[src/bcde_pkg.sv]
// Package for the binary code distance estimator: shared types, constants and code helpers.
// No dependencies; every other file of the block but bcde_if imports it.
package bcde_pkg;

    localparam int MAX_DIM_DEFAULT = 4096;
    localparam int QUEUE_DEPTH     = 2;

    localparam int ACC_W  = 64;
    localparam int CODE_W = 9;
    localparam int PROD_W = 42;

    localparam logic signed [31:0] SAT_MAX = 32'sh7FFF_FFFF;
    localparam logic signed [31:0] SAT_MIN = 32'sh8000_0000;
    localparam logic [16:0]        ONE_Q16 = 17'd65536;

    // Configuration register indexes.
    typedef enum logic [1:0] {
        CFG_METRIC   = 2'd0,
        CFG_BITS     = 2'd1,
        CFG_CLUSTERS = 2'd2
    } t_cfg_idx;

    typedef struct packed {
        logic        metric_ip;
        logic [3:0]  bits_total;
        logic [16:0] trained_clusters;
    } t_cfg;

    // One finished record as handed from the front to the back.
    typedef struct packed {
        logic [ACC_W-1:0]   acc;
        logic               fine;
        logic signed [31:0] query_sum;
        logic signed [31:0] centroid_add;
        logic signed [31:0] centroid_error;
        logic signed [31:0] record_add;
        logic signed [31:0] record_scale;
        logic signed [31:0] record_error;
        logic [15:0]        cluster_id;
    } t_fin;

    // Bit count clamped to the meaningful range of one to nine.
    function automatic logic [3:0] eff_bits(input logic [3:0] b);
        logic [3:0] r;
        if (b == 4'd0) begin
            r = 4'd1;
        end else if (b > 4'd9) begin
            r = 4'd9;
        end else begin
            r = b;
        end
        return r;
    endfunction

    // Per-dimension code: the sign alone, or the sign above the low extra bits.
    function automatic logic [CODE_W-1:0] code_of(input logic sgn, input logic [7:0] extra,
                                                 input logic fine, input logic [3:0] b);
        logic [3:0]        sh;
        logic [CODE_W-1:0] mask;
        logic [CODE_W-1:0] r;
        sh   = b - 4'd1;
        mask = (CODE_W'(1) << sh) - CODE_W'(1);
        if (fine) begin
            r = (CODE_W'(sgn) << sh) | ({1'b0, extra} & mask);
        end else begin
            r = CODE_W'(sgn);
        end
        return r;
    endfunction

endpackage

[src/bcde_if.sv]
// Channel interfaces of the binary code distance estimator: input words, result words, config.
// Depends on nothing; valid/ready handshake, a word moves when both are high.
interface bcde_in_if;
    logic               valid;
    logic               ready;
    logic               sign_bit;
    logic [7:0]         extra_code;
    logic signed [31:0] query_value;
    logic               fine_mode;
    logic               last;
    logic signed [31:0] query_sum;
    logic [15:0]        cluster_id;
    logic signed [31:0] centroid_add;
    logic signed [31:0] centroid_error;
    logic signed [31:0] record_add;
    logic signed [31:0] record_scale;
    logic signed [31:0] record_error;

    modport source (
        output valid, sign_bit, extra_code, query_value, fine_mode, last, query_sum,
               cluster_id, centroid_add, centroid_error, record_add, record_scale,
               record_error,
        input  ready
    );
    modport sink (
        input  valid, sign_bit, extra_code, query_value, fine_mode, last, query_sum,
               cluster_id, centroid_add, centroid_error, record_add, record_scale,
               record_error,
        output ready
    );
endinterface


[src/bcde_front.sv]
// Front end: accepts dimension words, forms code times query value and accumulates per record.
// Depends on bcde_pkg and bcde_in_if; pushes finished records into the record queue.
module bcde_front
    import bcde_pkg::*;
#(
    parameter int MAX_DIMENSION = MAX_DIM_DEFAULT
) (
    input  logic      i_clk,
    input  logic      i_rst_n,
    bcde_in_if.sink   i_in,
    input  t_cfg      i_cfg,
    output logic      o_push,
    output t_fin      o_push_data,
    input  logic      i_q_full
);

    localparam int CNT_W = $clog2(MAX_DIMENSION + 1);

    logic [CNT_W-1:0]        r_cnt;
    logic                    r_a_valid;
    logic                    r_a_add;
    logic                    r_a_last;
    logic signed [PROD_W-1:0] r_prod;
    t_fin                    r_a_fin;
    logic [ACC_W-1:0]        r_acc;

    logic                    advance;
    logic                    accept;
    logic                    cnt_room;
    logic [CODE_W-1:0]       code;
    logic signed [PROD_W-1:0] prod;
    logic [ACC_W-1:0]        acc_sum;

    assign advance  = r_a_valid && !(r_a_last && i_q_full);
    assign i_in.ready = !r_a_valid || advance;
    assign accept   = i_in.valid && i_in.ready;
    assign cnt_room = r_cnt < CNT_W'(MAX_DIMENSION);

    assign code = code_of(i_in.sign_bit, i_in.extra_code, i_in.fine_mode,
                          eff_bits(i_cfg.bits_total));
    assign prod = $signed({1'b0, code}) * i_in.query_value;

    assign acc_sum = r_acc + (r_a_add ? {{(ACC_W-PROD_W){r_prod[PROD_W-1]}}, r_prod}
                                      : {ACC_W{1'b0}});

    assign o_push = r_a_valid && r_a_last && !i_q_full;
    always_comb begin
        o_push_data     = r_a_fin;
        o_push_data.acc = acc_sum;
    end

    always_ff @(posedge i_clk) begin
        if (!i_rst_n) begin
            r_a_valid <= 1'b0;
            r_cnt     <= '0;
            r_acc     <= '0;
        end else begin
            if (accept) begin
                r_a_valid <= 1'b1;
                if (i_in.last) begin
                    r_cnt <= '0;
                end else if (cnt_room) begin
                    r_cnt <= r_cnt + CNT_W'(1);
                end
            end else if (advance) begin
                r_a_valid <= 1'b0;
            end
            if (advance) begin
                r_acc <= r_a_last ? {ACC_W{1'b0}} : acc_sum;
            end
        end
    end

    always_ff @(posedge i_clk) begin
        if (accept) begin
            r_a_add                <= cnt_room;
            r_a_last               <= i_in.last;
            r_prod                 <= prod;
            r_a_fin.acc            <= '0;
            r_a_fin.fine           <= i_in.fine_mode;
            r_a_fin.query_sum      <= i_in.query_sum;
            r_a_fin.centroid_add   <= i_in.centroid_add;
            r_a_fin.centroid_error <= i_in.centroid_error;
            r_a_fin.record_add     <= i_in.record_add;
            r_a_fin.record_scale   <= i_in.record_scale;
            r_a_fin.record_error   <= i_in.record_error;
            r_a_fin.cluster_id     <= i_in.cluster_id;
        end
    end

endmodule

[src/flat_wrapper.sv]
// flat-port wrapper written by rule: the top's interface ports become plain ports
module bcde_front_flat import bcde_pkg::*;
#(
    parameter int MAX_DIMENSION = MAX_DIM_DEFAULT
)
  (i_clk, i_rst_n, i_cfg, o_push, o_push_data, i_q_full, i_in_valid, i_in_sign_bit, i_in_extra_code, i_in_query_value, i_in_fine_mode, i_in_last, i_in_query_sum, i_in_cluster_id, i_in_centroid_add, i_in_centroid_error, i_in_record_add, i_in_record_scale, i_in_record_error, i_in_ready);
  bcde_in_if i_in_i ();
  input  logic i_clk;
  input  logic i_rst_n;
  input  t_cfg i_cfg;
  output logic o_push;
  output t_fin o_push_data;
  input  logic i_q_full;
  input wire logic [$bits(i_in_i.valid)-1:0] i_in_valid;
  input wire logic [$bits(i_in_i.sign_bit)-1:0] i_in_sign_bit;
  input wire logic [$bits(i_in_i.extra_code)-1:0] i_in_extra_code;
  input wire logic [$bits(i_in_i.query_value)-1:0] i_in_query_value;
  input wire logic [$bits(i_in_i.fine_mode)-1:0] i_in_fine_mode;
  input wire logic [$bits(i_in_i.last)-1:0] i_in_last;
  input wire logic [$bits(i_in_i.query_sum)-1:0] i_in_query_sum;
  input wire logic [$bits(i_in_i.cluster_id)-1:0] i_in_cluster_id;
  input wire logic [$bits(i_in_i.centroid_add)-1:0] i_in_centroid_add;
  input wire logic [$bits(i_in_i.centroid_error)-1:0] i_in_centroid_error;
  input wire logic [$bits(i_in_i.record_add)-1:0] i_in_record_add;
  input wire logic [$bits(i_in_i.record_scale)-1:0] i_in_record_scale;
  input wire logic [$bits(i_in_i.record_error)-1:0] i_in_record_error;
  output wire logic [$bits(i_in_i.ready)-1:0] i_in_ready;
  assign i_in_i.valid = i_in_valid;
  assign i_in_i.sign_bit = i_in_sign_bit;
  assign i_in_i.extra_code = i_in_extra_code;
  assign i_in_i.query_value = i_in_query_value;
  assign i_in_i.fine_mode = i_in_fine_mode;
  assign i_in_i.last = i_in_last;
  assign i_in_i.query_sum = i_in_query_sum;
  assign i_in_i.cluster_id = i_in_cluster_id;
  assign i_in_i.centroid_add = i_in_centroid_add;
  assign i_in_i.centroid_error = i_in_centroid_error;
  assign i_in_i.record_add = i_in_record_add;
  assign i_in_i.record_scale = i_in_record_scale;
  assign i_in_i.record_error = i_in_record_error;
  assign i_in_ready = i_in_i.ready;
  bcde_front #(.MAX_DIMENSION(MAX_DIMENSION)) u_core (.i_clk(i_clk), .i_rst_n(i_rst_n), .i_in(i_in_i), .i_cfg(i_cfg), .o_push(o_push), .o_push_data(o_push_data), .i_q_full(i_q_full));
endmodule
[config.mk]
export PLATFORM = sky130hd
export DESIGN_NAME = bcde_front_flat
export DESIGN_NICKNAME = d
export VERILOG_FILES = /design/src/bcde_pkg.sv /design/src/bcde_if.sv /design/src/bcde_front.sv /design/src/flat_wrapper.sv
export SDC_FILE = /design/constraint.sdc
export NUM_CORES = 1
export LEC_CHECK = 0
export BUFFER_PORTS_ARGS = -buffer_cell sky130_fd_sc_hd__buf_2
export CORE_UTILIZATION = 44
export CTS_BUF_LIST = sky130_fd_sc_hd__clkbuf_8
export CTS_CLUSTER_DIAMETER = 50
export DETAILED_ROUTE_END_ITERATION = 10
export PLACE_DENSITY = 0.78
export SLEW_MARGIN = 20
export SYNTH_ARGS = -nofsm -noshare
export SYNTH_HDL_FRONTEND = slang
export SYNTH_SLANG_ARGS = --single-unit
[constraint.sdc]
create_clock -name i_clk -period 15.16 [get_ports i_clk]
set_input_delay 1.516 -clock i_clk [delete_from_list [all_inputs] [get_ports i_clk]]
set_output_delay 1.516 -clock i_clk [all_outputs]
set_load 0.05 [all_outputs]
Yosys cells after proc, flatten, opt, wreduce, memory -nomap -nowiden
Cells that the tools add are included.

word-level totals
  word-level logic and storage cells = 47
  bits in registers = 331

cells by class
  reduce and logical (&&, ||, !) cells = 13
  $add $sub $neg = 4
  bitwise operators = 2
  shift-type cells = 2
  $lt $le $gt $ge = 2
  multiplexer cells = 9
  multiply operators = 1

operator list
  cell                                                                number
  64-bit 2-to-1 mux                                                   2
  64-bit adder                                                        1
  10-bit by 32-bit multiplier with 42-bit output                      1
  13-bit 2-to-1 mux                                                   2
  13-bit by 1-bit adder with 13-bit output, second input constant     1
  13-bit < comparator, second input constant                          1
  8-bit by 9-bit AND with 9-bit output                                1
  9-bit 2-to-1 mux                                                    1
  9-bit OR                                                            1
  1-bit by 4-bit left shift with 9-bit output                         1
  1-bit by 4-bit left shift with 9-bit output, first input constant   1
  9-bit by 2-bit subtractor with 9-bit output, second input constant  1
  4-bit 2-to-1 mux                                                    2
  1-bit logical AND                                                   5
  4-bit greater-than comparator, second input constant                1
  4-bit logical NOT                                                   1
  2-bit nonzero test                                                  2
  4-bit by 1-bit subtractor with 4-bit output, second input constant  1
  1-bit logical NOT                                                   3
  1-bit 2-to-1 mux                                                    2
  2-bit AND reduction                                                 1
  1-bit logical OR                                                    1

Longest topological paths before layout
  word-level depth = 10
  depth in mapped cells = 37

Least setup slack after synthesis
Ideal clock, no wire load.

  path kind = input port to flip-flop
  start point = input i_cfg[20] (netlist bit)
  end point = register u_core.r_prod[40], data pin
  arrival = 8870 ps
  data required time = 14899 ps
  setup slack = 6029 ps
  setup time = 261 ps
  cell stages on the path = 29
  cells stage by stage = or3_1 clkbuf_1 nand3b_1 inv_1 ha_1 or3b_2 o32ai_1 and2_1 buf_2 buf_1 nand2_1 fa_1 inv_1 fa_1 fa_1 fa_1 inv_1 fa_1 inv_1 ha_1 a21o_1 o31a_1 a21oi_1 o21ai_2 a31oi_1 o21ai_1 a221oi_4 nor2_1 a311o_1

between the ends
  word-level cells in the longest chain between the ends = 10
  elaborated cells on any way between the ends = 12
  classes of those cells = add/sub (2); mul (1); order compare (1); shift (2); mux (3); bitwise (2); reduce/logical (1)

RTL lines
  element                                           RTL line            source
  start: declaration                                flat_wrapper.sv:10  input t_cfg i_cfg;
  4-bit greater-than comparator                     bcde_pkg.sv:47      end else if (b > 4'd9) begin
  4-bit 2-to-1 mux                                  bcde_pkg.sv:47
  4-bit 2-to-1 mux *                                bcde_pkg.sv:45      if (b == 4'd0) begin
  4-bit by 1-bit subtractor with 4-bit output *     bcde_pkg.sv:61      sh = b - 4'd1;
  1-bit by 4-bit left shift with 9-bit output       bcde_pkg.sv:62      mask = (CODE_W'(1) << sh) - CODE_W'(1);
  9-bit by 2-bit subtractor with 9-bit output       bcde_pkg.sv:62
  8-bit by 9-bit AND with 9-bit output              bcde_pkg.sv:64      r = (CODE_W'(sgn) << sh) | ({1'b0, extra} & mask);
  9-bit OR *                                        bcde_pkg.sv:64
  9-bit 2-to-1 mux *                                bcde_pkg.sv:63      if (fine) begin
  10-bit by 32-bit multiplier with 42-bit output *  bcde_front.sv:41    assign prod = $signed({1'b0, code}) * i_in.query_value;
  via u_core.prod[40]                               bcde_front.sv:31    logic signed [PROD_W-1:0] prod;
  end signal: assignment                            bcde_front.sv:78    r_prod <= prod;
  end: declaration                                  bcde_front.sv:23    logic signed [PROD_W-1:0] r_prod;

The timed path passes the listed nets; every way through them passes the cells marked *.
A chain may end at the register's enable or synchronous reset.

Worst setup path in the final report
Ends and elaborated chain as after synthesis.

==> flow_metrics.env <==
export IMPL_setup_tns_ns=0
export IMPL_fillCellCount=5145
export IMPL_drc_errors=0
export IMPL_tightest_slew_ns=1.020
export IMPL_drtPass1Iterations=5
export IMPL_vias=20040
export IMPL_synth_common_cells="inv_1, edfxtp_1, fa_1"
export IMPL_grt_pass1_wl_um=123900
export IMPL_synth_top_area_cell="edfxtp_1"
export IMPL_ys_ff_latch=331
export IMPL_fin_hold_ws_ns=0.4782
export IMPL_grt_pass1_vias=19550
export IMPL_post_route_period_util_pct=65.23
export IMPL_fin_crit_ns=9.888
export IMPL_rsz0062_at_grt="false"
export IMPL_synth_compound_area_share_pct=12.42
export IMPL_ctsResizeCount=0
export IMPL_final_cells=3644
export IMPL_ys_seq_area_share_pct=36.53
export IMPL_internal_power_mw=2.342
export IMPL_die_w_um=240.7
export IMPL_cap_violations=0
export IMPL_portBuffers=533
export IMPL_place_hpwl_um=67870
export IMPL_die_h_um=240.7
export IMPL_gp_congestion=1.042
export IMPL_routed_wl_um=85730
export IMPL_ys_warn_count=0
export IMPL_swShare_pct=47.55
export IMPL_power_frac_comb_pct=56.0
export IMPL_p_clk_share_pct=17.9
export IMPL_clock_latency_ns=0.60
export IMPL_crit_fanout=23
export IMPL_p_switching_mw=2.123
export IMPL_avgSynthCellArea_um2=10.67
export IMPL_area_delta_synth_final_pct=17.55
export IMPL_cts_buffers=53
export IMPL_nets=3513
export IMPL_relSlewSlack_pct=31.97
export IMPL_grtUsageTotal_pct=29.20
export IMPL_async_flop_share_pct=0
export IMPL_synth_fa_ha_area_share_pct=26.55
export IMPL_dieArea_um2=57950
export IMPL_outcome="finished, final reports clean"
export IMPL_avgViaCountPerCell=5.500
export IMPL_yosysMostFrequentCell="inv_1"
export IMPL_antenna_found_initial=16
export IMPL_clockRootBuffer="clkbuf_8"
export IMPL_p_leak_nw=14.12
export IMPL_setup_viol=0
export IMPL_crit_arrival_ns=10.22
export IMPL_fin_util_pct=52.28
export IMPL_rows=87
export IMPL_syn_inst=2350
export IMPL_start_kind="input port"
export IMPL_avgRoutedWirePerCell_um=23.53
export IMPL_report_final_slew_viol_count=0
export IMPL_drive_above_1_share_pct=23.39
export IMPL_ys_flop_type="edfxtp_1"
export IMPL_skew_ns=0.01937
export IMPL_syn_cell_area_um2=25080
export IMPL_cts_sinks=331
export IMPL_dpl_cell_area_um2=28390
export IMPL_initial_core_util_pct=44.47
export IMPL_fin_ws_ns=5.272
export IMPL_seq_power_share_pct=26.2
export IMPL_synth_top_area_share_pct=30.30
export IMPL_peakVddDrop_mv=0.1612
export IMPL_initialDrtViolationCount=1358
export IMPL_crit_required_ns=15.49
export IMPL_hp_class="flip-flop to flip-flop"
export IMPL_ioPinCount=552
export IMPL_grt_max_degree=120
export IMPL_antenna_left=0
export IMPL_grt_ovfl_total=0
export IMPL_hold_buffers=0
export IMPL_crit_type="input port to flip-flop"
export IMPL_cp_end_kind="flip-flop"
export IMPL_synthXorXnorAreaFrac_pct=4.122
export IMPL_pwr_density_cell_nw_per_um2=151.5
export IMPL_synth_edf_count=253
export IMPL_synth_top_family_by_area="adder cells"
export IMPL_fmax_mhz=101.1
export IMPL_cts_tree="yes"
export IMPL_placed_cells=3546
export IMPL_synthSimpleGateAreaFrac_pct=14.55
export IMPL_power_total_mw=4.466
export IMPL_synth_area_mux_share_pct=0.1996
export IMPL_cts_clk_slew_worst_paths_ns=0.07
export IMPL_cts_setup_buffers=0
export IMPL_coreArea_um2=56390
export IMPL_synth_fp_nets=3018
export IMPL_hold_violations=0
export IMPL_preCtsSetupSlack_ns=4.633
export IMPL_synthTopCellsByArea="edfxtp_1, fa_1, ha_1, dfxtp_1, and2_1"
export IMPL_synth_cell_type_count=83
export IMPL_fin_area_um2=29480
export IMPL_cts_buffer_depth=3
export IMPL_htree_levels=2
## logic make-up (layout without fill, tap and decap cells)
family          count (synthesis)  in the layout
compound gates                441            441
mux                             5              5
fa+ha+maj                     391            391
buf+inv                       364            900
simple gates                  700            700
flops                         331            331
xor+xnor                      118            118
other cells                     0              2
## placed cells by master, fill, tap and decap left out, types with 76 or more instances in the layout
master	Yosys	routed
and2_1	182	182
a21oi_1	114	114
buf_2	13	533
nand2_1	223	223
edfxtp_1	253	253
dfxtp_1	78	78
ha_1	156	156
nor2_1	78	76
inv_1	254	271
fa_1	235	235
## critical path, stage by stage
cell	delay, ns
buf_2	0.17
or3_1	0.46
nand3b_1	0.19
inv_1	0.08
ha_1	0.39
or3b_2	0.57
o32ai_1	0.80
and2_1	0.38
buf_4	0.35
nand2_1	0.12
fa_1	0.49
inv_1	0.05
fa_1	0.48
fa_1	0.50
fa_1	0.49
inv_1	0.06
fa_1	0.49
inv_1	0.04
ha_1	0.35
a21o_1	0.22
o31a_1	0.23
a21oi_1	0.33
o21ai_2	0.18
a31oi_1	0.22
o21ai_1	0.22
a221oi_4	0.40
nor2_1	0.09
a311o_1	0.32
## power groups by stage
stage               Sequential [mW]  Combinational [mW]  Clock, mW
floorplan                      1.29                1.78          0
global placement               1.18                2.45          0
detailed placement             1.18                2.48          0
CTS                            1.17                2.49      0.819
global route                   1.18                2.71      0.852
finish                         1.17                2.50      0.797
## registers in the layout, indices dropped and copies added (netlist names)
register,cells
u_core.o_push_data,209
u_core.r_a_add,1
u_core.r_cnt,13
u_core.r_a_last,1
u_core.r_a_valid,1
u_core.r_acc,64
u_core.r_prod,42
## path summary, 6_finish.rpt
check	start	slack, ns	depth (start not counted)	end
min reg2reg	u_core.r_acc[0]	0.48	2	u_core.r_acc[0]
min	u_core.r_acc[0]	0.48	2	u_core.r_acc[0]
max	i_cfg[20]	5.27	28	u_core.r_prod[40]
max reg2reg	u_core.r_a_add	10.98	14	u_core.r_acc[60]
## final cells by class
class / count / area, µm² / share of cell area (%)
multi-input cells: 1655 / 14540 / 49.31
diodes: 2 / 5.005 / 0.01698
clock buffers: 59 / 812.0 / 2.755
repair buffers: 550 / 2795 / 9.483
well taps: 756 / 945.9 / 3.209
flip-flops and latches: 331 / 9159 / 31.07
clock inverters: 37 / 262.8 / 0.8914
inverters: 254 / 960.9 / 3.260
## metal layers
layer	track usage, %	part of all wire, %	vias up
met5	0	0.11	-
met2	45.27	44	915
met4	16.58	6.8	16
met1	37.82	40	9868
li1	-	-	9025
met3	6.394	9.0	217
(Power assumes the default switching activity.)
