--- config.mk ---
export PLATFORM = sky130hd
export DESIGN_NAME = bcde_fifo
export DESIGN_NICKNAME = d
export VERILOG_FILES = /design/src/bcde_pkg.sv /design/src/bcde_fifo.sv
export SDC_FILE = /design/constraint.sdc
export NUM_CORES = 1
export LEC_CHECK = 0
export BUFFER_PORTS_ARGS = -buffer_cell sky130_fd_sc_hd__buf_4
export CAP_MARGIN = 20
export CELL_PAD_IN_SITES_DETAIL_PLACEMENT = 1
export CELL_PAD_IN_SITES_GLOBAL_PLACEMENT = 2
export CORE_ASPECT_RATIO = 1.5
export CORE_MARGIN = 3
export CORE_UTILIZATION = 40
export CTS_BUF_LIST = sky130_fd_sc_hd__clkbuf_4
export DETAILED_ROUTE_END_ITERATION = 6
export HOLD_SLACK_MARGIN = 0.06
export PLACE_DENSITY_LB_ADDON = 0.1
export SLEW_MARGIN = 20
export SYNTH_ARGS = -nofsm -noshare
export SYNTH_HDL_FRONTEND = slang
export SYNTH_SLANG_ARGS = --single-unit
--- constraint.sdc ---
create_clock -name i_clk -period 17.3 [get_ports i_clk]
set_input_delay 3.46 -clock i_clk [delete_from_list [all_inputs] [get_ports i_clk]]
set_output_delay 3.46 -clock i_clk [all_outputs]
set_load 0.005 [all_outputs]
--- src/bcde_pkg.sv ---
// Package for the binary code distance estimator: shared types, constants and code helpers.
// No dependencies; every other file of the block but bcde_if imports it.
package bcde_pkg;

    localparam int MAX_DIM_DEFAULT = 4096;
    localparam int QUEUE_DEPTH     = 2;

    localparam int ACC_W  = 64;
    localparam int CODE_W = 9;
    localparam int PROD_W = 42;

    localparam logic signed [31:0] SAT_MAX = 32'sh7FFF_FFFF;
    localparam logic signed [31:0] SAT_MIN = 32'sh8000_0000;
    localparam logic [16:0]        ONE_Q16 = 17'd65536;

    // Configuration register indexes.
    typedef enum logic [1:0] {
        CFG_METRIC   = 2'd0,
        CFG_BITS     = 2'd1,
        CFG_CLUSTERS = 2'd2
    } t_cfg_idx;

    typedef struct packed {
        logic        metric_ip;
        logic [3:0]  bits_total;
        logic [16:0] trained_clusters;
    } t_cfg;

    // One finished record as handed from the front to the back.
    typedef struct packed {
        logic [ACC_W-1:0]   acc;
        logic               fine;
        logic signed [31:0] query_sum;
        logic signed [31:0] centroid_add;
        logic signed [31:0] centroid_error;
        logic signed [31:0] record_add;
        logic signed [31:0] record_scale;
        logic signed [31:0] record_error;
        logic [15:0]        cluster_id;
    } t_fin;

    // Bit count clamped to the meaningful range of one to nine.
    function automatic logic [3:0] eff_bits(input logic [3:0] b);
        logic [3:0] r;
        if (b == 4'd0) begin
            r = 4'd1;
        end else if (b > 4'd9) begin
            r = 4'd9;
        end else begin
            r = b;
        end
        return r;
    endfunction

    // Per-dimension code: the sign alone, or the sign above the low extra bits.
    function automatic logic [CODE_W-1:0] code_of(input logic sgn, input logic [7:0] extra,
                                                 input logic fine, input logic [3:0] b);
        logic [3:0]        sh;
        logic [CODE_W-1:0] mask;
        logic [CODE_W-1:0] r;
        sh   = b - 4'd1;
        mask = (CODE_W'(1) << sh) - CODE_W'(1);
        if (fine) begin
            r = (CODE_W'(sgn) << sh) | ({1'b0, extra} & mask);
        end else begin
            r = CODE_W'(sgn);
        end
        return r;
    endfunction

endpackage

--- src/bcde_fifo.sv ---
// Short record queue between the front end and the finishing sequencer.
// Depends on bcde_pkg for the record type.
module bcde_fifo
    import bcde_pkg::*;
#(
    parameter int DEPTH = QUEUE_DEPTH
) (
    input  logic i_clk,
    input  logic i_rst_n,
    input  logic i_push,
    input  t_fin i_push_data,
    output logic o_full,
    input  logic i_pop,
    output t_fin o_pop_data,
    output logic o_empty
);

    localparam int PTR_W = (DEPTH > 1) ? $clog2(DEPTH) : 1;
    localparam int CNT_W = $clog2(DEPTH + 1);

    t_fin             r_mem [DEPTH];
    logic [PTR_W-1:0] r_wp;
    logic [PTR_W-1:0] r_rp;
    logic [CNT_W-1:0] r_count;

    assign o_full     = r_count == CNT_W'(DEPTH);
    assign o_empty    = r_count == '0;
    assign o_pop_data = r_mem[r_rp];

    function automatic logic [PTR_W-1:0] wrap_inc(input logic [PTR_W-1:0] p);
        return (p == PTR_W'(DEPTH - 1)) ? '0 : p + PTR_W'(1);
    endfunction

    always_ff @(posedge i_clk) begin
        if (!i_rst_n) begin
            r_wp    <= '0;
            r_rp    <= '0;
            r_count <= '0;
        end else begin
            if (i_push) begin
                r_wp <= wrap_inc(r_wp);
            end
            if (i_pop) begin
                r_rp <= wrap_inc(r_rp);
            end
            if (i_push && !i_pop) begin
                r_count <= r_count + CNT_W'(1);
            end else if (i_pop && !i_push) begin
                r_count <= r_count - CNT_W'(1);
            end
        end
    end

    always_ff @(posedge i_clk) begin
        if (i_push) begin
            r_mem[r_wp] <= i_push_data;
        end
    end

endmodule

Word-level counts from Yosys, hierarchy flattened --
Memory sizes are Yosys's and may differ from the RTL's. A register that Yosys moved wholly into a read port is not among the register bits. Cells that the tools add are included.
Operators by class: mux-type cells 8, reduce and logical (&&, ||, !) cells 6, equality and inequality tests 1, add/subtract/negate cells 4
Operator list (number):
- 1-bit 2-to-1 mux | 6
- 2-bit 2-to-1 mux | 2
- 1-bit adder, second input constant | 2
- 2-bit by 1-bit adder with 2-bit output, second input constant | 1
- 2-bit equality test, second input constant | 1
- 1-bit logical AND | 2
- 1-bit zero test | 2
- 2-bit zero test | 1
- 2-bit nonzero test | 1
- 2-bit by 1-bit subtractor with 2-bit output, second input constant | 1
Storage, ports and cells: register bits 4, output and inout bits 275, input bits 277, memories kept 1, RAM bits 546, logic and storage cells 23
Memories:
- r_mem | depth 2, width 273, read ports 1, clocked after memory_dff 1, write ports 1, line bcde_fifo.sv:21 | t_fin r_mem [DEPTH];

Depth between registers and ports, before layout --
Gate-level depths: netlist of the first run.
depth in word-level cells 4, depth in mapped cells 5, gate-level depth less buffers 5

Worst setup path before layout of the first run --
No wires, ideal clock.
path kind input to register, start in i_push, end reg r_wp, library setup time 0.114 ns, buffers on the path 0, setup slack 1.063 ns, arrival time 16.123 ns, stages on the path 2, cells stage by stage nor2b_1 o21a_1
RTL lines:
- from (decl) | line bcde_fifo.sv:10 | input logic i_push,
- to (signal assigned) | line bcde_fifo.sv:41 | r_wp <= wrap_inc(r_wp);
- to (decl) | line bcde_fifo.sv:22 | logic [PTR_W-1:0] r_wp;

==> results of run 1 <==
## state kept, by name (all words and copies together) (netlist names), named ones only
name / cells
r_wp: 1
r_rp: 1
r_count: 2
r_mem: 546
## power breakdown
part	switching, mW	internal (mW)
logic	0.143	0.185
clock network	0.496	0.551
registers	0.0239	1.55
## cell usage after synthesis (all sizes together)
cell,number,area (sq um)
a21boi,1,7.51
xor2,2,17.5
edfxtp,546,16400
mux2,273,3070
dfxtp,5,100
xnor2,1,8.76
nor2,1,3.75
nor2b,3,18.8
buf,5,56.3
or3,1,6.26
o21a,1,7.51
o21ai,1,5.00
inv,1,3.75
ha,1,12.5
and2,4,25.0
clkbuf,25,344
## through the flow
stage	worst slack, ns	hold slack (ns)
global route	9.44	0.572
finish	9.76	0.507
global placement	10.49	0.486
detailed placement	10.46	0.507
floorplan	1.06	0.466
CTS	9.50	0.518
## critical path, delay by kind of cell (launching register included)
kind / cells / cell delay, ns
buf+inv: 3 / 1.86
flops: 1 / 0.91
mux: 1 / 0.42
## metal layers
layer  share of wire, %  track usage [%]
met5                  0                0
met4                3.6             11.9
met3                8.5             7.45
met2                 53             33.6
met1                 35             20.0
## cells by family after synthesis
family	count (synthesis)	synth area share (%)
DFF	551	82.1
buffers and inverters	31	2.01
and+or+nand+nor	9	0.268
xor gates and xnor gates	3	0.131
adders and majority gates	1	0.0623
AOI/OAI and AO/OA	3	0.0997
muxes	273	15.3
## area by class of cell
type	count	area (sq um)	share of cell area, %
diodes	11	27.5	0.104
clock buffers	190	1430	5.39
clock inverters	41	240	0.909
inverters	1	3.75	0.0142
multi-input cells	289	3200	12.1
flip-flops and latches	551	16500	62.4
well taps	663	830	3.14
repair buffers	561	4220	15.9
## how the worst min path moves through the flow
| stage | from | to | slack [ns] | depth (start not counted) |
|---|---|---|---|---|
| 4_1_cts | r_count[1]$_SDFFE_PN0P_ | r_count[1]$_SDFFE_PN0P_ | 0.52 | 2 |
| 2_1_floorplan | r_count[1]$_SDFFE_PN0P_ | r_count[1]$_SDFFE_PN0P_ | 0.47 | 2 |
| 3_5_place_dp | r_count[1]$_SDFFE_PN0P_ | r_count[1]$_SDFFE_PN0P_ | 0.51 | 2 |
| 6_report | r_count[1]$_SDFFE_PN0P_ | r_count[1]$_SDFFE_PN0P_ | 0.51 | 2 |
| 3_3_place_gp | r_count[1]$_SDFFE_PN0P_ | r_count[1]$_SDFFE_PN0P_ | 0.49 | 2 |
| 5_1_grt | r_count[1]$_SDFFE_PN0P_ | r_count[1]$_SDFFE_PN0P_ | 0.57 | 2 |
==> summary.log, run 1 <==
[clock_network] maximum buffer depth of the clock tree 3
[yosys] Netlist Area Pre-Place 20,100 sq um
[setup_path] Max FO, Critical Path 72
[setup_path] Critical Path Max Stage Delay 0.91 ns
[clock_network] Post-CTS Hold Buffers 0
[outcome] outcome finished clean
[cells_and_area] most common cell after layout, fill and taps aside sky130_fd_sc_hd__buf_4
[setup_path] cells on worst reg2reg path 4
[clock_network] number of clock sinks 551
[timing] transition time at the pin with the least slew margin 1.08 ns
[drt] overall routed net length 53.6 mm
[timing] minimum clock period 7.54 ns
[global_route] remaining global-route overflow 0
[power] peak supply drop 0.0000503 V
[drt] first drt pass iteration count 4
[floorplan] initial standard-cell utilization of the core 40.4%
[floorplan] Core Region 49,700 sq um
[cells_and_area] fraction of final layout cells with drive strength greater than 1 63.8%
[timing] skew final 0.0293 ns
[timing] Setup Total Neg Slack 0 ns
[drt] routed wire length per instance 23.2 um
[yosys] distinct cell type count of the synthesized netlist 16
[global_route] global-route wire length before repair 75.4 mm
[power] Pwr Total 2.94 mW
[yosys] Net Count, Synth 1,149
[cells_and_area] finished layout cell area 26,400 sq um
[setup_path] endpoint arrival time on the critical path 4.08 ns
[timing] final slew viol count 0
[floorplan] FP Rows 100
[drt] Via Count 10,900
[clock_network] post-CTS setup-driven buffer insertion count 0
[clock_network] CTS tree built
[clock_network] Resize count post-CTS 0
[drt] number of nets with antenna violations after routing 0
[yosys] mean post-synth cell area 23.1 sq um
[global_route] antenna violations before repair 10
[placement] number of cells after detailed placement 2,065
[timing] setup repair after global routing missed its margin false
[drt] number of DRC violations after detailed routing 0
[floorplan] full die area 53,000 sq um
[power] LEAKAGE 9.95 nW
[global_route] maximum number of pins on one net before global-route repair 83
[setup_path] type of the worst setup path flop to primary output
[timing] f_max 133 MHz
[yosys] Synth Warn # 0
[global_route] vias in the first global route 12,200
[cells_and_area] net count reported at finish 1,816
[placement] RePlAce Congestion 0.782
[cells_and_area] top library cells by usage in the layout, fill and taps aside 560 x sky130_fd_sc_hd__buf_4, 546 x sky130_fd_sc_hd__edfxtp_1, 273 x sky130_fd_sc_hd__mux2_2
[cells_and_area] growth of design area from synthesis to finish 31.6%
[setup_path] startpoint types flop
[yosys] Post-Syn Instances 871
[setup_path] worst-path cell chain buf_4, buf_4, mux2_2, buf_4
[clock_network] number of buffers created by CTS 134
[clock_network] CTS H-tree depth 4
[clock_network] clock latency on the worst-skew pair 0.81 ns
[job] Max Cap Viol 0
[floorplan] height of the die 280 um
[placement] Detail Placement HPWL 36.9 mm
[power] cell area power density 111 nW/um^2
[timing] headroom to the max-slew limit 28.2%
[yosys] Synth Register Bits 551
[setup_path] Crit Reg-Reg Startpoint r_wp$_SDFFE_PN0P_
[floorplan] number of I/O pins 552
[timing] final period utilization 43.6%
[placement] instance area after placement 24,700 sq um
[setup_path] worst setup path endpoint o_pop_data[252]
[drt] Detailed Route Iter0 Violations 589
[cells_and_area] number of fill cells 4,713
[hold_path] worst hold path class flop to flop
[cells_and_area] Finished Core Util 53.2%
[cells_and_area] filler-free cell count of the finished design 2,307
[drt] Via density 4.73
[setup_path] required time worst endpoint 13.84 ns
[timing] Final setup violation count 0
[setup_path] cell occurring most often along the worst timing path sky130_fd_sc_hd__buf_4
[floorplan] Die X-Extent 189 um
[setup_path] slowest library cell on the worst path sky130_fd_sc_hd__dfxtp_4
[timing] number of hold violations in the final report 0
[setup_path] kind of end point of the critical path primary output
[clock_network] register clock-pin slew on the reported worst setup and hold paths 0.07 ns
[setup_path] capture instance of the worst register-to-register path r_mem[0][262]$_DFFE_PP_
[placement] Port Buffers 551
[setup_path] minimum setup slack among reg-to-reg paths 14.11 ns
[yosys] fraction of the yosys area taken by sequential cells 82.1%
[global_route] overall global routing resource usage 19.5%
[clock_network] cell at the root of the clock tree sky130_fd_sc_hd__clkbuf_4
Note: power is estimated with default switching activity, not from simulation.
==> run 2: changes to the inputs <==
--- a/config.mk
+++ b/config.mk
@@ -5,6 +5,7 @@
 export SDC_FILE = /design/constraint.sdc
 export NUM_CORES = 1
 export LEC_CHECK = 0
+export ABC_AREA = 1
 export BUFFER_PORTS_ARGS = -buffer_cell sky130_fd_sc_hd__buf_4
 export CAP_MARGIN = 20
 export CELL_PAD_IN_SITES_DETAIL_PLACEMENT = 1
==> constraint.sdc (replaced) <==
create_clock -name i_clk -period 7.5 [get_ports i_clk]
set_input_delay 1.5 -clock i_clk [delete_from_list [all_inputs] [get_ports i_clk]]
set_output_delay 1.5 -clock i_clk [all_outputs]
set_load 0.005 [all_outputs]
==> summary.log, run 2 <==
[global_route] overall global routing resource usage 19.1%
[drt] overall routed net length 52.0 mm
[setup_path] endpoint arrival time on the critical path 3.09 ns
[timing] setup repair after global routing missed its margin false
[setup_path] cells on worst reg2reg path 3
[cells_and_area] finished layout cell area 26,500 sq um
[clock_network] CTS tree built
[floorplan] number of I/O pins 552
[yosys] async set-reset flop share out of synthesis 0%
[yosys] distinct cell type count of the synthesized netlist 13
[yosys] Net Count, Synth 1,162
[clock_network] cell at the root of the clock tree sky130_fd_sc_hd__clkbuf_4
[global_route] remaining global-route overflow 0
[setup_path] capture instance of the worst register-to-register path r_mem[1][152]$_DFFE_PP_
[yosys] top cells by count, synth 546 x sky130_fd_sc_hd__edfxtp_1, 273 x sky130_fd_sc_hd__mux2_2, 25 x sky130_fd_sc_hd__clkbuf_8, 9 x sky130_fd_sc_hd__nor2_1
[power] internal power consumption 5.22 mW
[timing] transition time at the pin with the least slew margin 1.10 ns
[clock_network] number of buffers created by CTS 137
[clock_network] Resize count post-CTS 0
[drt] wire length on met2 27.7 mm
[timing] number of hold violations in the final report 0
[yosys] portion of synthesized cell area occupied by the leading cell type 81.6%
[power] cell area power density 253 nW/um^2
[cells_and_area] fraction of final layout cells with drive strength greater than 1 63.3%
[cells_and_area] most common cell after layout, fill and taps aside sky130_fd_sc_hd__buf_4
[global_route] global-route wire length before repair 74.6 mm
[cells_and_area] largest register by flop count r_mem
[global_route] maximum number of pins on one net before global-route repair 168
[timing] Setup Total Neg Slack 0 ns
[placement] Port Buffers 551
[setup_path] kind of end point of the critical path primary output
[setup_path] Crit Reg-Reg Startpoint r_wp$_SDFFE_PN0P_
[setup_path] startpoint types flop
[job] Max Cap Viol 0
[cells_and_area] net count reported at finish 1,828
[floorplan] FP Rows 100
[power] register share of total power 53.9%
[yosys] fraction of the yosys area taken by sequential cells 82.1%
[yosys] number of synthesized flops with an enable pin 546
[power] combinational group share of total power 10.3%
[timing] Final setup violation count 0
[timing] minimum clock period 4.59 ns
[placement] number of cells after detailed placement 2,074
[timing] final slew viol count 0
[yosys] most instantiated flip-flop cell in the synthesis netlist sky130_fd_sc_hd__edfxtp_1
[hold_path] Hold Path Stages 2
[cells_and_area] growth of design area from synthesis to finish 31.6%
[timing] final period utilization 61.2%
[clock_network] post-CTS setup-driven buffer insertion count 0
[timing] f_max 218 MHz
[timing] skew final 0.0404 ns
[power] switch share 22.1%
[cells_and_area] largest registers r_mem (546), r_count (2)
[setup_path] required time worst endpoint 6.00 ns
[cells_and_area] filler-free cell count of the finished design 2,315
[cells_and_area] number of flip-flops in the largest register 546
[setup_path] type of the worst setup path flop to primary output
[drt] number of nets with antenna violations after routing 0
[power] Clock Power Share 35.8%
[global_route] antenna violations before repair 10
[power] peak supply drop 0.000141 V
[clock_network] register clock-pin slew on the reported worst setup and hold paths 0.06 ns
[drt] Detailed Route Iter0 Violations 492
[floorplan] Core Region 49,700 sq um
[yosys] largest area contributor in the synthesized netlist sky130_fd_sc_hd__edfxtp_1
[floorplan] full die area 53,000 sq um
[placement] instance area after placement 24,800 sq um
[clock_network] CTS H-tree depth 4
[drt] Met3 Routed Length 5.72 mm
[drt] detailed-route wire length on metal 1 16.9 mm
[drt] number of DRC violations after detailed routing 0
[timing] headroom to the max-slew limit 26.5%
[timing] minimum hold slack 0.497 ns
[power] Pwr Total 6.70 mW
[outcome] outcome finished clean
[yosys] largest cells by area after synthesis sky130_fd_sc_hd__edfxtp_1 82%, sky130_fd_sc_hd__mux2_2 15%, sky130_fd_sc_hd__clkbuf_8 1.7%, sky130_fd_sc_hd__dfxtp_1 0.50%, sky130_fd_sc_hd__buf_6 0.28%
[global_route] vias in the first global route 12,200
[placement] RePlAce Congestion 0.767
[clock_network] clock latency on the worst-skew pair 0.83 ns
[floorplan] height of the die 281 um
[drt] Via density 4.69
[drt] routed wire length per instance 22.5 um
[power] LEAKAGE 9.97 nW
[clock_network] number of clock sinks 551
[yosys] Synth Register Bits 551
[clock_network] Post-CTS Hold Buffers 0
[cells_and_area] top library cells by usage in the layout, fill and taps aside 554 x sky130_fd_sc_hd__buf_4, 546 x sky130_fd_sc_hd__edfxtp_1, 273 x sky130_fd_sc_hd__mux2_2
[yosys] Post-Syn Instances 884
[setup_path] minimum setup slack among reg-to-reg paths 5.05 ns
[hold_path] beginning of the worst hold path r_rp$_SDFFE_PN0P_
[yosys] Synth Warn # 0
[drt] Via Count 10,900
[floorplan] initial standard-cell utilization of the core 40.5%
[yosys] mean post-synth cell area 22.7 sq um
[drt] first drt pass iteration count 6
[floorplan] Die X-Extent 189 um
[power] switching component of the power 1.48 mW
[yosys] Netlist Area Pre-Place 20,100 sq um
[hold_path] worst hold path class flop to flop
[clock_network] maximum buffer depth of the clock tree 3
[yosys] most numerous cell in the Yosys netlist sky130_fd_sc_hd__edfxtp_1
[cells_and_area] number of fill cells 4,730
[setup_path] Max FO, Critical Path 82
[drt] max layer used met5
[placement] Detail Placement HPWL 35.9 mm
[run 2: worst max-delay path: stages (launching register included)]
cell and delay, ns:
sky130_fd_sc_hd__dfxtp_4 0.71, sky130_fd_sc_hd__buf_4 0.91, sky130_fd_sc_hd__mux2_2 0.44, sky130_fd_sc_hd__buf_4 0.14
[run 2: how the worst max path moves through the flow]
stage | from | end | slack (ns)
4_1_cts | flop | o_pop_data[185] | 2.75
3_3_place_gp | flop | o_pop_data[206] | 3.73
3_5_place_dp | flop | o_pop_data[185] | 3.70
5_1_grt | flop | o_pop_data[245] | 2.67
2_1_floorplan | i_push | r_mem[1][0]$_DFFE_PP_ | 0.03
6_report | flop | o_pop_data[265] | 2.91
[run 2: cells by family after synthesis]
family / after synthesis / share of synthesized area (%)
and+or+nand+nor: 19 / 0.374
AOI/OAI and AO/OA: 2 / 0.0498
DFF: 551 / 82.1
muxes: 273 / 15.3
buffers and inverters: 38 / 2.14
adders and majority gates: 1 / 0.0622
[run 2: layout make-up]
class / count / area (sq um) / share of cell area [%]
Sequential cell: 551 / 16500 / 62.4
Timing Repair Buffer: 557 / 4220 / 16.0
Multi-Input combinational cell: 295 / 3180 / 12.0
Clock buffer: 197 / 1480 / 5.59
Tap cell: 663 / 830 / 3.14
Clock inverter: 34 / 183 / 0.691
Inverter: 8 / 37.5 / 0.142
Antenna cell: 10 / 25.0 / 0.0946
[run 2: metrics by stage]
| step | utilization, % | setup slack (ns) |
|---|---|---|
| 2_1_floorplan | - | 0.0285 |
| 5_1_grt | 53.2 | 2.67 |
| 4_1_cts | 53.2 | 2.75 |
| 6_report | 53.3 | 2.91 |
| 3_5_place_dp | 49.9 | 3.70 |
| 3_3_place_gp | 49.9 | 3.73 |
[run 2: power groups by stage]
stage	clock network (mW)	logic, mW	registers [mW]
floorplan	0	0.295	3.69
global placement	0	0.690	3.68
detailed placement	0	0.702	3.68
CTS	2.52	0.705	3.62
global route	2.66	0.745	3.63
finish	2.40	0.689	3.62
[run 2: routing by layer]
| layer | track usage [%] | vias to the layer above |
|---|---|---|
| met4 | 9.96 | 2 |
| met3 | 9.22 | 100 |
| met2 | 33.4 | 485 |
| met1 | 18.6 | 5326 |
| met5 | 0 | - |
| li1 | - | 4941 |
